===== src/rofe_pkg.sv =====
// ============================================================================
// rofe_pkg - row outlier event filter shared types and constants
// Word layouts, configuration register set, controller state and the
// command/status bundles between controller and datapath.
// ============================================================================
package rofe_pkg;

    localparam int W_WEIGHT     = 24;
    localparam int W_ETA        = 12;
    localparam int W_CENT       = 10;
    localparam int W_CNT        = 7;
    localparam int W_SUM        = 30;
    localparam int W_SQ         = 54;
    localparam int W_TOTAL      = 36;
    localparam int W_RUN        = 3;
    localparam int W_CFG_IDX    = 3;
    localparam int W_CFG_DATA   = 36;
    localparam int MAX_ROW_BINS = 64;

    // derived datapath widths for the row-end test
    localparam int W_TOP    = W_CNT + W_WEIGHT;   // n * peak
    localparam int W_SPREAD = W_CNT + W_SQ;       // n * sumsq
    localparam int W_SUM2   = 2 * W_SUM;          // sum^2
    localparam int W_LEAD2  = 2 * W_TOP;          // lead^2
    localparam int W_S2     = 8;                  // sigma^2
    localparam int W_SVAR   = W_S2 + W_SPREAD;    // sigma^2 * var

    localparam logic [W_RUN-1:0] RUN_MAX = 3'd7;

    // configuration register indexes
    localparam logic [W_CFG_IDX-1:0] CFG_SIMULATED_DATA    = 3'd0;
    localparam logic [W_CFG_IDX-1:0] CFG_FORWARD_ETA_LIMIT = 3'd1;
    localparam logic [W_CFG_IDX-1:0] CFG_CENTRALITY_LIMIT  = 3'd2;
    localparam logic [W_CFG_IDX-1:0] CFG_SIGMA_LIMIT       = 3'd3;
    localparam logic [W_CFG_IDX-1:0] CFG_MAX_BAD_RUN       = 3'd4;
    localparam logic [W_CFG_IDX-1:0] CFG_MIN_TOTAL         = 3'd5;

    typedef struct packed {
        logic [W_WEIGHT-1:0]     weight;
        logic signed [W_ETA-1:0] eta;
        logic                    last_in_row;
        logic                    last_in_event;
        logic [W_CENT-1:0]       centrality;
    } t_in_word;

    typedef struct packed {
        logic keep_event;
        logic edge_empty;
        logic outlier_run;
        logic low_total;
    } t_out_word;

    typedef struct packed {
        logic               simulated_data;
        logic [10:0]        forward_eta_limit;
        logic [W_CENT-1:0]  centrality_limit;
        logic [3:0]         sigma_limit;
        logic [W_RUN-1:0]   max_bad_run;
        logic [W_TOTAL-1:0] min_total;
    } t_cfg;

    typedef enum logic [2:0] {
        S_IDLE,
        S_MUL,
        S_SUB,
        S_SQR,
        S_TEST,
        S_EMIT
    } t_state;

    typedef struct packed {
        logic acc;    // take a bin into the row/event accumulators
        logic mul;    // row end: products
        logic sub;    // row end: differences and qualifiers
        logic sqr;    // row end: squares for the threshold compare
        logic test;   // row end: decide, update run, clear row
        logic emit;   // load result word, clear event
    } t_cmd;

    typedef struct packed {
        logic out_free;
    } t_sts;

endpackage


===== src/rofe_ctrl.sv =====
// ============================================================================
// rofe_ctrl - sequencer
// Accepts bins, walks the four row-end stages and hands out the result word.
// ============================================================================
module rofe_ctrl (
    input  logic           i_clk,
    input  logic           i_rst_n,
    input  logic           i_valid,
    input  logic           i_row_end,
    input  logic           i_ev_end,
    output logic           o_stall,
    input  rofe_pkg::t_sts i_sts,
    output rofe_pkg::t_cmd o_cmd
);
    import rofe_pkg::*;

    t_state r_state;
    t_state n_state;
    logic   r_ev_end;
    logic   n_ev_end;

    always_ff @(posedge i_clk) begin
        if (!i_rst_n) begin
            r_state  <= S_IDLE;
            r_ev_end <= 1'b0;
        end else begin
            r_state  <= n_state;
            r_ev_end <= n_ev_end;
        end
    end

    always_comb begin
        n_state  = r_state;
        n_ev_end = r_ev_end;
        o_cmd    = '0;
        o_stall  = 1'b1;
        case (r_state)
            S_IDLE: begin
                o_stall = 1'b0;
                if (i_valid) begin
                    o_cmd.acc = 1'b1;
                    n_ev_end  = i_ev_end;
                    // an event end closes the open row as well
                    if (i_row_end || i_ev_end) begin
                        n_state = S_MUL;
                    end
                end
            end
            S_MUL: begin
                o_cmd.mul = 1'b1;
                n_state   = S_SUB;
            end
            S_SUB: begin
                o_cmd.sub = 1'b1;
                n_state   = S_SQR;
            end
            S_SQR: begin
                o_cmd.sqr = 1'b1;
                n_state   = S_TEST;
            end
            S_TEST: begin
                o_cmd.test = 1'b1;
                n_state    = r_ev_end ? S_EMIT : S_IDLE;
            end
            S_EMIT: begin
                if (i_sts.out_free) begin
                    o_cmd.emit = 1'b1;
                    n_state    = S_IDLE;
                end
            end
            default: begin
                n_state = S_IDLE;
            end
        endcase
    end

endmodule


===== config.mk =====
export PLATFORM = sky130hd
export DESIGN_NAME = rofe_ctrl
export DESIGN_NICKNAME = d
export VERILOG_FILES = /design/src/rofe_pkg.sv /design/src/rofe_ctrl.sv
export SDC_FILE = /design/constraint.sdc
export NUM_CORES = 1
export LEC_CHECK = 0
export ABC_AREA = 1
export BUFFER_PORTS_ARGS = -buffer_cell sky130_fd_sc_hd__buf_4
export CORE_AREA = 2 2 39 41
export DETAILED_ROUTE_END_ITERATION = 6
export DIE_AREA = 0 0 41 43
export PLACE_DENSITY = 0.51
export SETUP_SLACK_MARGIN = 0.2
export SLEW_MARGIN = 20
export SYNTH_ARGS = -nofsm -noshare
export SYNTH_HDL_FRONTEND = slang
export SYNTH_SLANG_ARGS = --single-unit
export TNS_END_PERCENT = 30

===== constraint.sdc =====
create_clock -name i_clk -period 1.7 [get_ports i_clk]
set_input_delay 0.255 -clock i_clk [delete_from_list [all_inputs] [get_ports i_clk]]
set_output_delay 0.255 -clock i_clk [all_outputs]
set_load 0.005 [all_outputs]

==> impl_metrics.json, run 1 <==
{
  "syn2layout_area_growth_pct": 55.78,
  "seqPwrFrac_pct": 33.6,
  "grt_first_pass_wirelength_um": 938,
  "netlist.area_leader.share_pct": 32.16,
  "cts_setup_buffers": 0,
  "pin_count": 13,
  "wl_per_cell_um": 7.779,
  "synth_ff_type": "dfxtp_1",
  "synth_warnings": 0,
  "yosys.area.top_type": "dfxtp_1",
  "regArea_um2": 80.08,
  "port_buffers": 12,
  "drt-initial-drc-count": 0,
  "stdcell_area_um2": 387.9,
  "p_comb_share_pct": 36.3,
  "diodes": 0,
  "synth.area.top_cells": "dfxtp_1, nor2_2, nand2_2",
  "irDropWorstVdd_mv": 0.3049,
  "postPlaceCellArea_um2": 359.1,
  "period_share_pct": 81.60,
  "synth_cells": 37,
  "fin_tns_setup_ns": 0,
  "yosysSeqAreaShare_pct": 32.16,
  "clockPowerShare_pct": 30.1,
  "gp_congestion": 0.6818,
  "antenna_found_initial": 0,
  "core.rowCount": 14,
  "cp_max_fo": 5,
  "avgSynthCellArea_um2": 6.729,
  "top_layer": "met4",
  "p_int_mw": 0.2480,
  "ant_nets": 0,
  "hold_ws_ns": 0.2765,
  "power_density_nw_per_um2": 944.1,
  "end_kind": "output pin",
  "setup_viol": 0,
  "ys_seq_elements": 4,
  "finalCriticalPeriod_ns": 1.387,
  "cap_violations": 0,
  "synth_cell_type_count": 16,
  "p_leak_nw": 0.1991,
  "power_switching_mw": 0.1182,
  "arrival_ns": 1.13,
  "die_h_um": 43,
  "outcome": "completed",
  "grt_pass1_vias": 268,
  "vias": 272,
  "drc": 0,
  "relSlewSlack_pct": 83.98,
  "clock_insertion_delay_worst_skew_ns": 0.23,
  "die_w_um": 41,
  "crit_type": "reg -> out",
  "synth_edf_count": 0,
  "wl_met2_um": 293,
  "slew_violations": 0,
  "clock-root-buffer": "clkbuf_4",
  "cpMaxStageDelayCell": "dfxtp_1",
  "clock-sinks": 4,
  "grt-ovfl-total": 0,
  "clock_path_buffers": 2,
  "cp-start-kind": "register",
  "dp_hpwl_um": 475.5,
  "nFillCells": 164,
  "syn-num-nets": 43,
  "vias_per_cell": 4.000,
  "worstPathCellList": "inv_2, nor4_2, buf_4",
  "initial_core_util_pct": 17.99,
  "dr_wl_met3_um": 32,
  "synth_common_cells": "nor2_1, dfxtp_1, inv_1, nand2_1, nor2_2",
  "drt-met1-wl_um": 196,
  "synth.most_common_cell": "nor2_1",
  "die-area_um2": 1763,
  "dr.pass1.iters": 1,
  "crit_path_max_incr_delay_ns": 0.41,
  "layout-drive-gt1-share_pct": 53.85,
  "clock.fmax_mhz": 720.9,
  "ys_async_sr_fraction_pct": 0,
  "cts_tree": "done",
  "finClkSkew_ns": 0.001162,
  "tightest_slew_ns": 0.2400,
  "grt_max_degree": 6,
  "multi_input_area_um2": 148.9,
  "hold_violations": 0,
  "synth_area_um2": 249.0,
  "wl_um": 529,
  "nets": 60,
  "swShare_pct": 32.28,
  "h-tree-depth": 1,
  "core-area_um2": 1384,
  "cts.clk_slew.worst_paths_ns": 0.03,
  "crit_required_ns": 1.44,
  "rsz0062_at_grt": "false",
  "grt_use_total_pct": 8.333,
  "cts-buffers-inserted": 3,
  "hp-class": "in -> reg"
}
==> area by class of cell <==
cell class,instances,area share [%]
Clock buffer,3,5.806
Inverter,7,6.774
Multi-Input combinational cell,26,38.39
Sequential cell,4,20.65
Tap cell,16,5.161
Timing Repair Buffer,12,23.23
==> worst max-delay path: cells and delay by family, from the launching register on <==
| family | cells | cell delay, ns |
|---|---|---|
| buf+inv | 2 | 0.24 |
| flops | 1 | 0.41 |
| simple gates | 1 | 0.25 |
==> placed cells by master (no fill, tap or decap), types with 2 or more instances in the layout <==
| master | instances |
|---|---|
| nor2_1 | 5 |
| nand2_1 | 4 |
| nand2_2 | 3 |
| dfxtp_1 | 4 |
| nor2_2 | 4 |
| clkbuf_4 | 3 |
| inv_2 | 3 |
| buf_4 | 12 |
| nand3_1 | 2 |
| inv_1 | 4 |
==> final timing paths <==
| kind | start | end | slack [ns] | depth (start not counted) |
|---|---|---|---|---|
| max | r_state[2]$_SDFFE_PN0P_ | o_cmd[0] | 0.31 | 3 |
| min | i_ev_end | r_ev_end$_SDFFE_PN0P_ | 0.28 | 3 |
| max reg2reg | r_state[1]$_SDFFE_PN0P_ | r_state[0]$_SDFFE_PN0P_ | 0.70 | 7 |
| min reg2reg | r_ev_end$_SDFFE_PN0P_ | r_ev_end$_SDFFE_PN0P_ | 0.51 | 2 |
==> stage by stage <==
step	utilization, %	cells	setup slack (ns)	power [mW]
finish	28.03	68	0.3129	0.3662
global route	28.03	68	0.2693	0.3935
CTS	27.58	68	0.2537	0.3752
detailed placement	25.95	65	0.5077	0.2571
global placement	25.95	65	0.5443	0.2599
floorplan	-	37	0.6623	0.2033
==> power by group through the flow <==
stage	combinational, mW	clock [mW]	sequential (mW)
final	0.133	0.110	0.123
after global routing	0.149	0.119	0.125
after CTS	0.135	0.119	0.122
after detailed placement	0.134	0	0.123
after global placement	0.135	0	0.124
after floorplan	0.0825	0	0.121
==> cells by family after synthesis <==
group,after synthesis,synth area share [%]
AOI/OAI and AO/OA,3,6.530
buffers and inverters,7,10.55
DFF,4,32.16
and+or+nand+nor,23,50.75
==> layer usage <==
metal	vias to the layer above	global-route usage (%)
li1	149	-
met1	117	8.360
met2	4	12.19
met3	2	4.712
met4	0	6.000
met5	-	0
==> flip-flops by register name, indices dropped and copies added (netlist names) <==
| name | count |
|---|---|
| r_state | 3 |
| r_ev_end | 1 |
==> timing repair <==
item                       in CTS  in global routing
hold endpoints to repair        0                  0
setup endpoints to repair       0                  1
hold buffers                    0                  0
resized for setup               0                  1
Note: power is estimated with default switching activity, not from simulation.
==> run 2: changes to the inputs <==
==> constraint.sdc (replaced) <==
create_clock -name i_clk -period 1.35 [get_ports i_clk]
set_input_delay 0.2025 -clock i_clk [delete_from_list [all_inputs] [get_ports i_clk]]
set_output_delay 0.2025 -clock i_clk [all_outputs]
set_load 0.005 [all_outputs]
==> impl_metrics.json, run 2 (synthesized netlist as in run 1, its figures left out) <==
{
  "core.rowCount": 14,
  "rsz0062_at_grt": "true",
  "cp-start-kind": "register",
  "grt_use_total_pct": 8.133,
  "timing.critical_path.buf_inv": 2,
  "diodes": 0,
  "met2_usage_pct": 11.88,
  "vias": 284,
  "slew_violations": 0,
  "wl_um": 562,
  "pin_count": 13,
  "fin_tns_setup_ns": 0,
  "crit_required_ns": 1.15,
  "wl_per_cell_um": 8.145,
  "die_w_um": 41,
  "worstPathCellList": "inv_4, nor4_2, buf_4",
  "layout.cells.non_filler": 69,
  "port_buffers": 12,
  "gr-usage-met1_pct": 8.039,
  "cap_violations": 0,
  "hold_buffers": 0,
  "relSlewSlack_pct": 85.80,
  "mostFrequentLayoutCell": "buf_4",
  "h-tree-depth": 1,
  "grt_max_degree": 6,
  "die_h_um": 43,
  "arrival_ns": 1.00,
  "dr.pass1.iters": 2,
  "irDropWorstVdd_mv": 0.4207,
  "hp-class": "in -> reg",
  "drc": 0,
  "clock.fmax_mhz": 834.1,
  "regMostFlops": "r_state",
  "cts.clk_slew.worst_paths_ns": 0.03,
  "setup_viol": 0,
  "path_delay_family": "flip-flops",
  "grt-ovfl-total": 0,
  "clock_insertion_delay_worst_skew_ns": 0.23,
  "cts_tree": "done",
  "grt_busiest_layer": "met2",
  "clock-sinks": 4,
  "cpMaxStageDelayCell": "dfxtp_4",
  "drt-initial-drc-count": 1,
  "finClkSkew_ns": 0.001314,
  "clock_path_buffers": 2,
  "cts-buffers-inserted": 3,
  "die-area_um2": 1763,
  "crit_path_max_incr_delay_ns": 0.37,
  "final_core_util_pct": 30.11,
  "ant_nets": 0,
  "grt_first_pass_wirelength_um": 917,
  "totalPowerFinal_mw": 0.4875,
  "outcome": "completed",
  "vias_per_cell": 4.116,
  "use_met3_pct": 4.712,
  "tightest_slew_ns": 0.2107,
  "power_density_nw_per_um2": 1170,
  "crit_type": "reg -> out",
  "reg_top3": "r_state x3, r_ev_end x1",
  "end_kind": "output pin",
  "initial_core_util_pct": 17.99,
  "dp_cells": 65,
  "p_leak_nw": 0.2089,
  "hold_violations": 0,
  "clock-root-buffer": "clkbuf_4",
  "largest_register_ffs": 3,
  "nFillCells": 159,
  "grt_pass1_vias": 263,
  "layout-drive-gt1-share_pct": 60.38,
  "finalCriticalPeriod_ns": 1.199,
  "final_cell_mix": "buf_4, nor2_1, inv_1, nand2_1",
  "nets": 61,
  "core-area_um2": 1384,
  "period_share_pct": 88.80,
  "cp_max_fo": 5,
  "syn2layout_area_growth_pct": 67.34,
  "gp_congestion": 0.6823,
  "antenna_found_initial": 0,
  "dp_hpwl_um": 475.9
}
## run 2: cell count changes in the layout (fill, tap and decap cells not counted)
cell / previous run / this run
dfxtp_1: 4 / 1
buf_4: 12 / 13
dfxtp_4: 0 / 3
nor2_4: 1 / 2
inv_4: 0 / 2
nor2_2: 4 / 3
inv_2: 3 / 1
## run 2: worst min-delay path, cell delays in order
cell	delay, ns
buf_4	0.08
nor3_1	0.04
nor2_1	0.09
## run 2: final timing paths
path	cells past startpoint	startpoint	slack, ns	end
worst max-delay path	3	r_state[2]$_SDFFE_PN0P_	0.15	o_cmd[0]
worst min-delay path	3	i_ev_end	0.22	r_ev_end$_SDFFE_PN0P_
worst max register to register	6	r_state[1]$_SDFFE_PN0P_	0.42	r_state[0]$_SDFFE_PN0P_
worst min register to register	2	r_ev_end$_SDFFE_PN0P_	0.50	r_ev_end$_SDFFE_PN0P_
## run 2: repair_timing
action,in CTS,in global routing
setup buffers,1,0
pin swaps,2,2
setup endpoints to repair,7,7
gates resized for setup,5,5
## run 2: area by class of cell
class / count / area (um^2) / share of cell area [%]
Clock buffer: 3 / 22.52 / 5.405
Inverter: 7 / 31.28 / 7.508
Multi-Input combinational cell: 26 / 153.9 / 36.94
Sequential cell: 4 / 91.34 / 21.92
Tap cell: 16 / 20.02 / 4.805
Timing Repair Buffer: 13 / 97.59 / 23.42
## run 2: stage by stage
step / hold slack, ns / cell area [um^2] / setup WS, ns
5_1_grt: 0.2229 / 416.7 / 0.1124
3_3_place_gp: 0.4613 / 359.1 / 0.2468
4_1_cts: 0.2123 / 401.6 / 0.1293
3_5_place_dp: 0.4602 / 359.1 / 0.2102
2_1_floorplan: 0.3284 / 249.0 / 0.3648
6_report: 0.2240 / 416.7 / 0.1512
## run 2: metal layers
metal / routed length [um] / vias up
li1: - / 154
met1: 186 / 124
met2: 335 / 4
met3: 32 / 2
met4: 8 / 0
met5: 0 / -
## run 2: report_power, final
group          total (mW)  leakage, nW  internal [mW]  switching, mW
clock network       0.139       0.0138         0.0988         0.0401
logic               0.185        0.160         0.0928         0.0922
registers           0.164       0.0350          0.138         0.0260
total               0.488        0.209          0.329          0.158
