## config.mk

```make
export PLATFORM = sky130hd
export DESIGN_NAME = rofe_cfg
export DESIGN_NICKNAME = d
export VERILOG_FILES = /design/src/rofe_pkg.sv /design/src/rofe_cfg.sv
export SDC_FILE = /design/constraint.sdc
export NUM_CORES = 1
export LEC_CHECK = 0
export BUFFER_PORTS_ARGS = -buffer_cell sky130_fd_sc_hd__buf_2
export CAP_MARGIN = 20
export CORE_MARGIN = 1
export CORE_UTILIZATION = 50
export CTS_CLUSTER_DIAMETER = 30
export DETAILED_ROUTE_END_ITERATION = 16
export PLACE_DENSITY = 0.82
export SLEW_MARGIN = 10
export SYNTH_ARGS = -nofsm -noshare
export SYNTH_HDL_FRONTEND = slang
export SYNTH_SLANG_ARGS = --single-unit
```

## constraint.sdc

```tcl
create_clock -name i_clk -period 2.4 [get_ports i_clk]
set_input_delay 0 -clock i_clk [delete_from_list [all_inputs] [get_ports i_clk]]
set_output_delay 0 -clock i_clk [all_outputs]
set_load 0.01 [all_outputs]
```

## src/rofe_pkg.sv

```systemverilog
// ============================================================================
// rofe_pkg - row outlier event filter shared types and constants
// Word layouts, configuration register set, controller state and the
// command/status bundles between controller and datapath.
// ============================================================================
package rofe_pkg;

    localparam int W_WEIGHT     = 24;
    localparam int W_ETA        = 12;
    localparam int W_CENT       = 10;
    localparam int W_CNT        = 7;
    localparam int W_SUM        = 30;
    localparam int W_SQ         = 54;
    localparam int W_TOTAL      = 36;
    localparam int W_RUN        = 3;
    localparam int W_CFG_IDX    = 3;
    localparam int W_CFG_DATA   = 36;
    localparam int MAX_ROW_BINS = 64;

    // derived datapath widths for the row-end test
    localparam int W_TOP    = W_CNT + W_WEIGHT;   // n * peak
    localparam int W_SPREAD = W_CNT + W_SQ;       // n * sumsq
    localparam int W_SUM2   = 2 * W_SUM;          // sum^2
    localparam int W_LEAD2  = 2 * W_TOP;          // lead^2
    localparam int W_S2     = 8;                  // sigma^2
    localparam int W_SVAR   = W_S2 + W_SPREAD;    // sigma^2 * var

    localparam logic [W_RUN-1:0] RUN_MAX = 3'd7;

    // configuration register indexes
    localparam logic [W_CFG_IDX-1:0] CFG_SIMULATED_DATA    = 3'd0;
    localparam logic [W_CFG_IDX-1:0] CFG_FORWARD_ETA_LIMIT = 3'd1;
    localparam logic [W_CFG_IDX-1:0] CFG_CENTRALITY_LIMIT  = 3'd2;
    localparam logic [W_CFG_IDX-1:0] CFG_SIGMA_LIMIT       = 3'd3;
    localparam logic [W_CFG_IDX-1:0] CFG_MAX_BAD_RUN       = 3'd4;
    localparam logic [W_CFG_IDX-1:0] CFG_MIN_TOTAL         = 3'd5;

    typedef struct packed {
        logic [W_WEIGHT-1:0]     weight;
        logic signed [W_ETA-1:0] eta;
        logic                    last_in_row;
        logic                    last_in_event;
        logic [W_CENT-1:0]       centrality;
    } t_in_word;

    typedef struct packed {
        logic keep_event;
        logic edge_empty;
        logic outlier_run;
        logic low_total;
    } t_out_word;

    typedef struct packed {
        logic               simulated_data;
        logic [10:0]        forward_eta_limit;
        logic [W_CENT-1:0]  centrality_limit;
        logic [3:0]         sigma_limit;
        logic [W_RUN-1:0]   max_bad_run;
        logic [W_TOTAL-1:0] min_total;
    } t_cfg;

    typedef enum logic [2:0] {
        S_IDLE,
        S_MUL,
        S_SUB,
        S_SQR,
        S_TEST,
        S_EMIT
    } t_state;

    typedef struct packed {
        logic acc;    // take a bin into the row/event accumulators
        logic mul;    // row end: products
        logic sub;    // row end: differences and qualifiers
        logic sqr;    // row end: squares for the threshold compare
        logic test;   // row end: decide, update run, clear row
        logic emit;   // load result word, clear event
    } t_cmd;

    typedef struct packed {
        logic out_free;
    } t_sts;

endpackage

```

## src/rofe_cfg.sv

```systemverilog
// ============================================================================
// rofe_cfg - configuration registers
// Plain write port; writes to an unused index are ignored.
// ============================================================================
module rofe_cfg (
    input  logic                             i_clk,
    input  logic                             i_rst_n,
    input  logic                             i_cfg_we,
    input  logic [rofe_pkg::W_CFG_IDX-1:0]   i_cfg_idx,
    input  logic [rofe_pkg::W_CFG_DATA-1:0]  i_cfg_data,
    output rofe_pkg::t_cfg                   o_cfg
);
    import rofe_pkg::*;

    t_cfg r_cfg;
    t_cfg n_cfg;

    always_comb begin
        n_cfg = r_cfg;
        if (i_cfg_we) begin
            case (i_cfg_idx)
                CFG_SIMULATED_DATA:    n_cfg.simulated_data    = i_cfg_data[0];
                CFG_FORWARD_ETA_LIMIT: n_cfg.forward_eta_limit = i_cfg_data[10:0];
                CFG_CENTRALITY_LIMIT:  n_cfg.centrality_limit  = i_cfg_data[W_CENT-1:0];
                CFG_SIGMA_LIMIT:       n_cfg.sigma_limit       = i_cfg_data[3:0];
                CFG_MAX_BAD_RUN:       n_cfg.max_bad_run       = i_cfg_data[W_RUN-1:0];
                CFG_MIN_TOTAL:         n_cfg.min_total         = i_cfg_data[W_TOTAL-1:0];
                default:               n_cfg                   = r_cfg;
            endcase
        end
    end

    always_ff @(posedge i_clk) begin
        if (!i_rst_n) begin
            r_cfg.simulated_data    <= 1'b0;
            r_cfg.forward_eta_limit <= 11'd435;
            r_cfg.centrality_limit  <= 10'd600;
            r_cfg.sigma_limit       <= 4'd4;
            r_cfg.max_bad_run       <= 3'd3;
            r_cfg.min_total         <= 36'd2560;
        end else begin
            r_cfg <= n_cfg;
        end
    end

    assign o_cfg = r_cfg;

endmodule

```

==> results of run 1 <==
[synth_stat cells]
| cell | n | area (sq um) |
|---|---|---|
| and4bb_2 | 2 | 25.0 |
| clkbuf_1 | 7 | 26.3 |
| dfxtp_1 | 65 | 1300 |
| nor2b_1 | 26 | 163 |
| nand4b_1 | 1 | 8.76 |
| nand2_1 | 85 | 319 |
| nand4bb_1 | 1 | 11.3 |
| buf_6 | 4 | 45.0 |
| mux2i_1 | 65 | 651 |
| buf_2 | 6 | 30.0 |
| nor4b_1 | 1 | 8.76 |
| clkbuf_2 | 1 | 5.00 |
| and4b_1 | 1 | 10.0 |
| nor4bb_1 | 1 | 10.0 |
| buf_4 | 1 | 7.51 |
[final cells by class]
type,count,area [sq um]
repair buffers,146,946
multi-input cells,183,1210
clock inverters,2,35.0
clock buffers,14,173
fillers,328,1130
flip-flops and latches,65,1300
well taps,67,83.8
[report_power, final]
group          switching, mW  internal (mW)  total [mW]
clock network          0.392          0.565       0.957
registers             0.0117           1.10        1.11
logic                  0.110          0.124       0.234
[path summary, 6_finish.rpt]
| check | from | end | depth (start not counted) |
|---|---|---|---|
| worst max-delay path | i_rst_n | o_cfg[39]$_SDFFE_PN0P_ | 4 |
| worst min-delay path | i_cfg_idx[0] | o_cfg[64]$_SDFFE_PN0P_ | 3 |
| worst max register to register | o_cfg[39]$_SDFFE_PN0P_ | o_cfg[39]$_SDFFE_PN0P_ | 2 |
| worst min register to register | o_cfg[7]$_SDFFE_PN0P_ | o_cfg[7]$_SDFFE_PN0P_ | 2 |
[metal layers]
metal | track usage [%] | part of all wire [%] | routed length [um] | vias up
li1 | - | - | - | 1147
met1 | 27.3 | 43 | 2750 | 1034
met2 | 40.0 | 49 | 3120 | 89
met3 | 7.45 | 7.3 | 471 | 7
met4 | 10.3 | 1.1 | 70 | 0
met5 | 0 | 0 | 0 | -
[kinds of logic (layout without fill, tap and decap cells)]
| logic type | count (synthesis) | in the layout |
|---|---|---|
| buffers and inverters | 19 | 162 |
| and+or+nand+nor | 118 | 118 |
| DFF | 65 | 65 |
| muxes | 65 | 65 |
[critical path: stages]
cell and delay [ns]:
buf_2 0.50, buf_12 0.28, nand2_1 0.16, mux2i_1 0.21
[repair_timing]
item,in CTS,in global routing
setup buffers,0,0
endpoints found under the hold margin,53,0
resized for setup,0,0
hold buffers,36,0
[stage by stage]
step	power (mW)	worst slack, ns	util, %	instances	cell area, sq um
2_1_floorplan	1.24	1.62	-	267	2620
3_3_place_gp	1.32	1.17	65.1	425	3180
3_5_place_dp	1.32	1.15	65.1	425	3180
4_1_cts	2.31	1.49	76.8	477	3750
5_1_grt	2.38	1.35	76.8	477	3750
6_report	2.31	1.46	76.8	477	3750
==> impl_summary.log, run 1 <==
INFO  metric slew_viol_final = 0
INFO  metric vias = between 2000 and 2500
INFO  metric initial_antenna_violation_count = 0
INFO  metric synth_simple_gate_area_share = between 20% and 30%
INFO  metric setup_tns = 0 ns
INFO  metric status = complete, no violations
INFO  metric ctsHtreeMaxLevel = 3
INFO  metric design.portCount = approximately 110
INFO  metric first_global_vias = ~2200
INFO  metric post_drt_via_cell_ratio = around 4.8
INFO  metric drt-initial-drc-count = between 50 and 60
INFO  metric endpoint_kind = flop
INFO  metric placement.io_buffers = about 110
INFO  metric layout_common_cells = 106 x buf_2, 85 x nand2_1, 65 x mux2i_1, 65 x dfxtp_1, 36 x dlygate4sd3_1
INFO  metric total_detailed_routing_wirelength = around 6400 um
INFO  metric synth_net_count = 309
INFO  metric synthesis.area_per_instance = ~10 sq um
INFO  metric largest_register_ffs = 65
INFO  metric design.die.area = 5540 sq um
INFO  metric global_route_wire_length_before_repair = around 9700 um
INFO  metric initial_util = between 50 and 60%
INFO  metric layout_commonest_cell = buf_2
INFO  metric tritoncts_sink_count = 65
INFO  metric post_synth_mux_area_share = 24.8%
INFO  metric synth_adder_area_share = 0%
INFO  metric synth-warning-count = 0
INFO  metric maximum_fanout_along_the_worst_path = 45
INFO  metric timing.final.hold_violations = 0
INFO  metric cts_tree = built
INFO  metric seq_area_frac_synth = roughly half
INFO  metric drc_errors = 0
INFO  metric drt-wirelength-per-cell = 13.4 um
INFO  metric die_h = ~74 um
INFO  metric cts-root-to-sink-buffers = 2
INFO  metric proportion_of_layout_cells_with_a_drive_suffix_above_1 = 31.0%
INFO  metric share_of_the_synthesized_netlist_area_taken_by_xor_and_xnor_gates = 0%
INFO  metric syn-instance-count = 267
INFO  metric reg2reg_slack = 1.73 ns
INFO  metric rsz0062_at_grt = false
INFO  metric yosys_register_bits = 65
INFO  metric design.core.area = about 5000 sq um
INFO  metric compound_cell_area_share_of_the_yosys_netlist = 0%
INFO  metric slew_headroom = 58.0%
INFO  metric power.density = slightly above 600 nW/um^2
INFO  metric grt.overflow.total = 0
INFO  metric clk_root_buffer_cell = clkbuf_8
INFO  metric setup_viol = 0
INFO  metric clkTransAtPathRegs = roughly 0.070 ns
INFO  metric vdd_ir_drop_max = ~480 uV
INFO  metric maxCapViolations = 0
INFO  metric pin_count_of_the_biggest_net_entering_global_routing = 46
INFO  metric die_w = between 70 and 80 um
INFO  metric critical_path_class = in2reg
INFO  metric final_antenna_net_count = 0
INFO  metric total_leakage_power = 1.69 nW
INFO  metric detailed_placement_hpwl = a little under 4000 um
INFO  metric final_period_minus_worst_setup_slack = approximately 0.94 ns
INFO  metric rows = 25
INFO  metric antennaDiodeCount = 0
INFO  metric total_track_usage = around a quarter
INFO  metric fin_worst_hold_slack = between 0.04 and 0.05 ns
INFO  metric net_count_final = around 450
INFO  metric worstPathRequired = approximately 2.6 ns
INFO  metric synth.lib_cells_used.distinct = 15
INFO  metric post_synthesis_cell_area = 2620 sq um
INFO  metric final_min_period_over_clock_period = about two fifths
INFO  metric cp.arrival = ~1.2 ns
INFO  metric clkLatencyLatePin = about 0.32 ns
INFO  metric area.growth.synth_to_final = 42.9%
INFO  metric synth_top_family_by_area = multiplexers
INFO  metric worstMarginPinSlew = ~0.63 ns
INFO  metric detailedRoute.firstPassIterationCount = 4
INFO  metric place.gp.congestion = 0.750
INFO  metric fmax = approximately 1100 MHz
INFO  metric num_cts_buffers = 9
INFO  metric holdCritPathClass = in2reg
INFO  metric start_kind = input pin
INFO  metric clock-skew-final = 0 ns
No activity file was read; power rests on OpenSTA's default activity.
==> run 2, diff against run 1 <==
- CORE_UTILIZATION: 50 -> 48
- PLACE_DENSITY: 0.82 -> 0.8
- clock period: 2.4 -> 0.9 ns (I/O delays scaled with it)
==> run 2 against run 1 <==
First-iteration DRC count rose by 36%. Die area rose by 4.1%. Sequential power rose to 2.7 times the previous value. Via count rose by 0.44%. Final cell count rose by 2.1%. Global-route usage fell by 0.96 points. Cell area rose by 2.9%. Flip-flop and latch count did not move. Clock-buffer cell count fell by 1. Core utilization fell by 2.3 points. Critical endpoint is now o_cfg[32]. Largest cell class unchanged.
==> impl_summary.log, run 2 (synthesis results as in run 1) <==
INFO  metric drt-initial-drc-count = 79 (+36%)
INFO  metric maxCapViolations = 0 (unchanged)
INFO  metric area.growth.synth_to_final = 47.0%
INFO  metric cp_num_buf_inv = 1 (-1)
INFO  metric rows = 26 (+4.0%)
INFO  metric worst-path-stages = 1 (-3)
INFO  metric grt.overflow.total = 0 (unchanged)
INFO  metric status = complete, no violations
INFO  metric antennaDiodeCount = 0 (unchanged)
INFO  metric start_kind = flop
INFO  metric final_antenna_net_count = 0 (unchanged)
INFO  metric regToRegEndpoint = o_cfg[9]$_SDFFE_PN1P_
INFO  metric place.gp.congestion = 0.670 (-11%)
INFO  metric clkLatencyLatePin = 0.33 ns (about the same)
INFO  metric global_route_wire_length_before_repair = 10300 um (+6.6%)
INFO  metric setup_viol = 0 (unchanged)
INFO  metric pin_count_of_the_biggest_net_entering_global_routing = 56 (+22%)
INFO  metric slew_headroom = 77.6% (+20 points)
INFO  metric worstMarginPinSlew = 0.332 ns (-0.299 ns)
INFO  metric tritoncts_sink_count = 65 (unchanged)
INFO  metric die_w = 75.9 um (+2.0%)
INFO  metric worstPathRequired = 0.90 ns (-1.74 ns)
INFO  metric timing.final.hold_violations = 0 (unchanged)
INFO  metric die_h = 75.9 um (+2.0%)
INFO  metric initial_antenna_violation_count = 0 (unchanged)
INFO  metric total_detailed_routing_wirelength = 6320 um (-1.4%)
INFO  metric ctsHtreeMaxLevel = 3 (unchanged)
INFO  metric launch_instance_of_the_worst_register_to_register_path = o_cfg[9]$_SDFFE_PN1P_
INFO  metric reg2reg_slack = 0.24 ns (-1.49 ns)
INFO  metric clkTransAtPathRegs = 0.07 ns (about the same)
INFO  metric initial_util = 50.7% (-3.0 points)
INFO  metric drc_errors = 0 (unchanged)
INFO  metric dpl-instance-area = 3280 sq um (+3.2%)
INFO  metric cp_slowest_stage_delay = 0.35 ns (-0.15 ns)
INFO  metric timing.critical_path.cells = buf_2
INFO  metric post_drt_via_cell_ratio = 4.70 (-1.6%)
INFO  metric design.die.area = 5760 sq um (+4.1%)
INFO  metric detailed_placement_hpwl = 4020 um (+2.8%)
INFO  metric r2r_cells = 2 (unchanged)
INFO  metric critPathSlowestCell = dfxtp_1
INFO  metric final_period_minus_worst_setup_slack = approximately 0.82 ns
INFO  metric slew_viol_final = 0 (unchanged)
INFO  metric clk_root_buffer_cell = clkbuf_8
INFO  metric vdd_ir_drop_max = 1080 uV (+120%)
INFO  metric vias = 2287 (+0.44%)
INFO  metric endpoint_kind = output pin
INFO  metric total_track_usage = 22.6% (-0.96 points)
INFO  metric pre_cts_ws = -0.0907 ns (-1.25 ns)
INFO  metric cts-root-to-sink-buffers = 2 (unchanged)
INFO  metric drt-wirelength-per-cell = 13.0 um (-3.4%)
INFO  metric setup_slack = 0.0756 ns (-1.38 ns)
INFO  metric critical_path_launch_point = o_cfg[32]$_SDFFE_PN0P_
INFO  metric final_min_period_over_clock_period = between 90% and 100%
INFO  metric design.portCount = 107 (unchanged)
INFO  metric num_cts_buffers = 9 (unchanged)
INFO  metric rsz0062_at_grt = false
INFO  metric total_leakage_power = 1.74 nW (+3.2%)
INFO  metric first_global_vias = 2214 (+0.73%)
INFO  metric maximum_fanout_along_the_worst_path = 2 (-96%)
INFO  metric setup_tns = 0 ns (unchanged)
INFO  metric placement.io_buffers = 106 (unchanged)
INFO  metric setup.worst_path.end = o_cfg[32]
INFO  metric cts_resized = 0 (unchanged)
INFO  metric largest_register_ffs = 65 (unchanged)
INFO  metric proportion_of_layout_cells_with_a_drive_suffix_above_1 = 32.6% (+1.6 points)
INFO  metric holdCritPathClass = in2reg
INFO  metric critPathTopFamily = flip-flops
INFO  metric fmax = roughly 1200 MHz
INFO  metric fin_area = 3850 sq um (+2.9%)
INFO  metric clock-skew-final = 0 ns (unchanged)
INFO  metric cts_tree = built
INFO  metric critical_path_class = reg2out
INFO  metric cp.arrival = 0.82 ns (-0.36 ns)
INFO  metric power.density = 1620 nW/um^2 (+160%)
INFO  metric layout_commonest_cell = buf_2
INFO  metric detailedRoute.firstPassIterationCount = 4 (unchanged)
INFO  metric net_count_final = 455 (+1.8%)
INFO  metric design.core.area = 5170 sq um (+6.0%)
INFO  metric layout_common_cells = 106 x buf_2, 85 x nand2_1, 65 x mux2i_1, 65 x dfxtp_1, 36 x dlygate4sd3_1
INFO  metric fin_worst_hold_slack = 0.0231 ns (-0.0225 ns)
run 2: cell count changes in the layout (fill, tap and decap cells not counted):
cell	previous run	this run
buf_4	2	7
buf_12	2	5
clkbuf_1	2	0
clkbuf_8	12	13
run 2: final cells by class:
cell class | count | area (sq um)
clock inverters | 2 | 35.0
clock buffers | 13 | 179
multi-input cells | 183 | 1210
flip-flops and latches | 65 | 1300
fillers | 391 | 1320
well taps | 70 | 87.6
repair buffers | 154 | 1040
run 2: how the worst min path moves through the flow:
stage	start	end	slack, ns	cells past startpoint
final	i_cfg_idx[2]	o_cfg[64]$_SDFFE_PN0P_	0.02	3
after global routing	i_cfg_idx[0]	o_cfg[64]$_SDFFE_PN0P_	0.04	3
after CTS	i_cfg_idx[2]	o_cfg[64]$_SDFFE_PN0P_	0.004	3
after global placement	i_cfg_data[16]	o_cfg[16]$_SDFFE_PN0P_	0.25	3
after floorplan	i_cfg_data[12]	o_cfg[12]$_SDFFE_PN0P_	0.14	2
after detailed placement	i_cfg_data[20]	o_cfg[20]$_SDFFE_PN0P_	0.25	3
run 2: per-layer routing:
metal / track usage, % / part of all wire, %
met4: 7.88 / 0.90
met5: 0 / 0
met3: 6.75 / 5.6
met2: 36.5 / 47
met1: 28.8 / 47
run 2: where the power goes:
part           total [mW]  switching, mW  internal (mW)  leakage [nW]
combinational       0.650          0.296          0.354          1.10
sequential           2.97         0.0323           2.94         0.527
clock                2.63           1.06           1.56         0.112
total                6.25           1.39           4.86          1.74
run 2: through the flow:
stage / instances / util [%] / power [mW]
2_1_floorplan: 267 / - / 3.32
3_3_place_gp: 436 / 63.4 / 3.55
3_5_place_dp: 436 / 63.4 / 3.56
4_1_cts: 487 / 74.5 / 6.29
5_1_grt: 487 / 74.5 / 6.48
6_report: 487 / 74.5 / 6.25
run 2: repair_timing:
action | CTS | global route
hold buffers | 36 | 0
setup buffers | 0 | 0
hold endpoints to repair | 53 | 0
==> run 3, diff against run 2 <==
==> constraint.sdc (replaced) <==
create_clock -name i_clk -period 0.9 [get_ports i_clk]
set_input_delay 0.045 -clock i_clk [delete_from_list [all_inputs] [get_ports i_clk]]
set_output_delay 0.045 -clock i_clk [all_outputs]
set_load 0.01 [all_outputs]
==> run 3 against run 2 <==
Non-clock buffer count down 5. Wire length down 1.8%. Cell area down 2.5%. Combinational power down 1%. Via count about the same. Global-route usage down 0.23 points. Worst hold slack worse by 0.0020 ns.
==> impl_summary.log, run 3 (synthesis results as in run 1) <==
INFO  metric p_comb_share = 11.5% (+1.1 points)
INFO  metric sw_frac_of_total = 22.9% (+0.65 points)
INFO  metric place.gp.congestion = 0.673 (+0.54%)
INFO  metric p_seq_share = 53.1% (+5.5 points)
INFO  metric fmax = 1170 MHz (-3.9%)
INFO  metric critical_path_launch_point = o_cfg[55]$_SDFFE_PN0P_
INFO  metric tritoncts_sink_count = 65 (unchanged)
INFO  metric setup_viol = 0 (unchanged)
INFO  metric dp_cells = 436 (unchanged)
INFO  metric vias = 2285 (-0.087%)
INFO  metric cts-root-to-sink-buffers = 2 (unchanged)
INFO  metric post_drt_via_cell_ratio = 4.76 (+1.4%)
INFO  metric proportion_of_layout_cells_with_a_drive_suffix_above_1 = 32.9% (+0.31 points)
INFO  metric antennaDiodeCount = 0 (unchanged)
INFO  metric total_leakage_power = 1.69 nW (-2.8%)
INFO  metric worstMarginPinSlew = 0.329 ns (-0.00315 ns)
INFO  metric detailed_placement_hpwl = 4050 um (+0.54%)
INFO  metric cts_tree = built
INFO  metric fin_worst_hold_slack = 0.0211 ns (-0.00198 ns)
INFO  metric endpoint_kind = output pin
INFO  metric cp_num_buf_inv = 1 (unchanged)
INFO  metric holdCritStartpoint = i_cfg_data[6]
INFO  metric start_kind = flop
INFO  metric internal-power = 4.31 mW (-11%)
INFO  metric maxCapViolations = 0 (unchanged)
INFO  metric ctsHtreeMaxLevel = 3 (unchanged)
INFO  metric initial_util = 50.7% (unchanged)
INFO  metric maximum_fanout_along_the_worst_path = 2 (unchanged)
INFO  metric netSwitchingPower = 1.28 mW (-7.8%)
INFO  metric worstPathRequired = 0.85 ns (-0.05 ns)
INFO  metric power.density = 1490 nW/um^2 (-8.1%)
INFO  metric design.core.area = 5170 sq um (unchanged)
INFO  metric num_cts_buffers = 9 (unchanged)
INFO  metric clk_root_buffer_cell = clkbuf_8
INFO  metric net_count_final = 450 (-1.1%)
INFO  metric die_w = 75.9 um (unchanged)
INFO  metric critical_path_class = reg2out
INFO  metric rows = 26 (unchanged)
INFO  metric drt-initial-drc-count = 42 (-47%)
INFO  metric die_h = 75.9 um (unchanged)
INFO  metric design.die.area = 5760 sq um (unchanged)
INFO  metric total_detailed_routing_wirelength = 6210 um (-1.8%)
INFO  metric critPathSlowestCell = dfxtp_1
INFO  metric final_cells = 480 (-1.4%)
INFO  metric global_route_wire_length_before_repair = 10200 um (-0.94%)
INFO  metric status = complete, no violations
INFO  metric critPathTopFamily = flip-flops
INFO  metric first_global_vias = 2197 (-0.77%)
INFO  metric drt-wirelength-per-cell = 12.9 um (-0.35%)
INFO  metric pin_count_of_the_biggest_net_entering_global_routing = 56 (unchanged)
INFO  metric rsz0062_at_grt = false
INFO  metric clock-skew-final = 0 ns (unchanged)
INFO  metric final_antenna_net_count = 0 (unchanged)
INFO  metric total_track_usage = 22.4% (-0.23 points)
INFO  metric drc_errors = 0 (unchanged)
INFO  metric post-layout-total-power = 5.60 mW (-10%)
INFO  metric timing.final.hold_violations = 0 (unchanged)
INFO  metric slew_headroom = 77.8% (+0.20 points)
INFO  metric initial_antenna_violation_count = 0 (unchanged)
INFO  metric grt.overflow.total = 0 (unchanged)
INFO  metric design.portCount = 107 (unchanged)
INFO  metric timing.critical_path.cells = buf_2
INFO  metric holdCritPathClass = in2reg
INFO  metric launch_instance_of_the_worst_register_to_register_path = o_cfg[55]$_SDFFE_PN0P_
INFO  metric final_min_period_over_clock_period = 95.3% (+3.8 points)
INFO  metric detailedRoute.firstPassIterationCount = 4 (unchanged)
INFO  metric final_period_minus_worst_setup_slack = 0.858 ns (+0.0338 ns)
INFO  metric fill_cells = 405 (+3.6%)
INFO  metric area.growth.synth_to_final = 43.3%
INFO  metric vdd_ir_drop_max = 907 uV (-16%)
INFO  metric slew_viol_final = 0 (unchanged)
INFO  metric largest_register_ffs = 65 (unchanged)
INFO  metric clkLatencyLatePin = 0.32 ns (about the same)
INFO  metric layout_common_cells = 106 x buf_2, 85 x nand2_1, 65 x mux2i_1
INFO  metric finish.utilization = 72.6% (-1.9 points)
INFO  metric clock_power_share = 35.4% (-6.6 points)
INFO  metric clkTransAtPathRegs = 0.06 ns (about the same)
INFO  metric cp.arrival = 0.81 ns (about the same)
INFO  metric placement.io_buffers = 106 (unchanged)
INFO  metric layout_commonest_cell = buf_2
INFO  metric cp_slowest_stage_delay = 0.36 ns (about the same)
run 3: changes by cell type in the layout (fill, tap and decap cells not counted), sizes merged:
cell | before | now
dlygate4sd3 | 36 | 31
bufinv | 1 | 0
clkbuf | 13 | 12
run 3: final timing paths:
| check | cells after the start | slack, ns | end |
|---|---|---|---|
| max reg2reg | 2 | 0.26 | o_cfg[55]$_SDFFE_PN0P_ |
| min reg2reg | 2 | 0.45 | o_cfg[25]$_SDFFE_PN0P_ |
| max | 1 | 0.04 | o_cfg[55] |
| min | 3 | 0.02 | o_cfg[49]$_SDFFE_PN1P_ |
run 3: power by group through the flow:
| stage | logic [mW] | clock network (mW) | registers (mW) |
|---|---|---|---|
| 6_report | 0.642 | 1.98 | 2.97 |
| 2_1_floorplan | 0.253 | 0 | 3.07 |
| 4_1_cts | 0.637 | 2.06 | 2.97 |
| 3_3_place_gp | 0.521 | 0 | 3.03 |
| 3_5_place_dp | 0.533 | 0 | 3.04 |
| 5_1_grt | 0.697 | 2.20 | 2.98 |
run 3: final cells by class:
| cell class | count | area, sq um | area share, % |
|---|---|---|---|
| multi-input cells | 183 | 1210 | 32.1 |
| repair buffers | 149 | 1010 | 26.8 |
| clock buffers | 12 | 145 | 3.86 |
| clock inverters | 1 | 5.00 | 0.133 |
| flip-flops and latches | 65 | 1310 | 34.7 |
| well taps | 70 | 87.6 | 2.33 |
run 3: metrics by stage:
stage          setup TNS [ns]  setup WS (ns)  instance area (sq um)
5_1_grt                     0       0.000475                   3760
2_1_floorplan               0         0.0718                   2620
6_report                    0         0.0419                   3760
3_3_place_gp            -2.81        -0.0809                   3290
4_1_cts                     0         0.0109                   3750
3_5_place_dp            -3.85         -0.132                   3290
run 3: repair_timing:
item | 4_1_cts | 5_1_grt
hold endpoints to repair | 32 | 0
buffers inserted | 0 | 0
setup endpoints to repair | 0 | 3
hold buffers | 31 | 0
gates resized for setup | 0 | 3
run 3: tightest hold or removal path: stages:
cell and delay, ns:
buf_2 0.09, nor2b_1 0.04, mux2i_1 0.12
run 3: per-layer routing:
layer	global-route usage, %	wire length, um	part of all wire (%)	up-vias
met5	0	0	0	-
met4	9.42	89	1.4	0
met3	5.78	362	5.8	10
met2	37.3	2880	46	80
met1	27.5	2880	46	1039
li1	-	-	-	1156
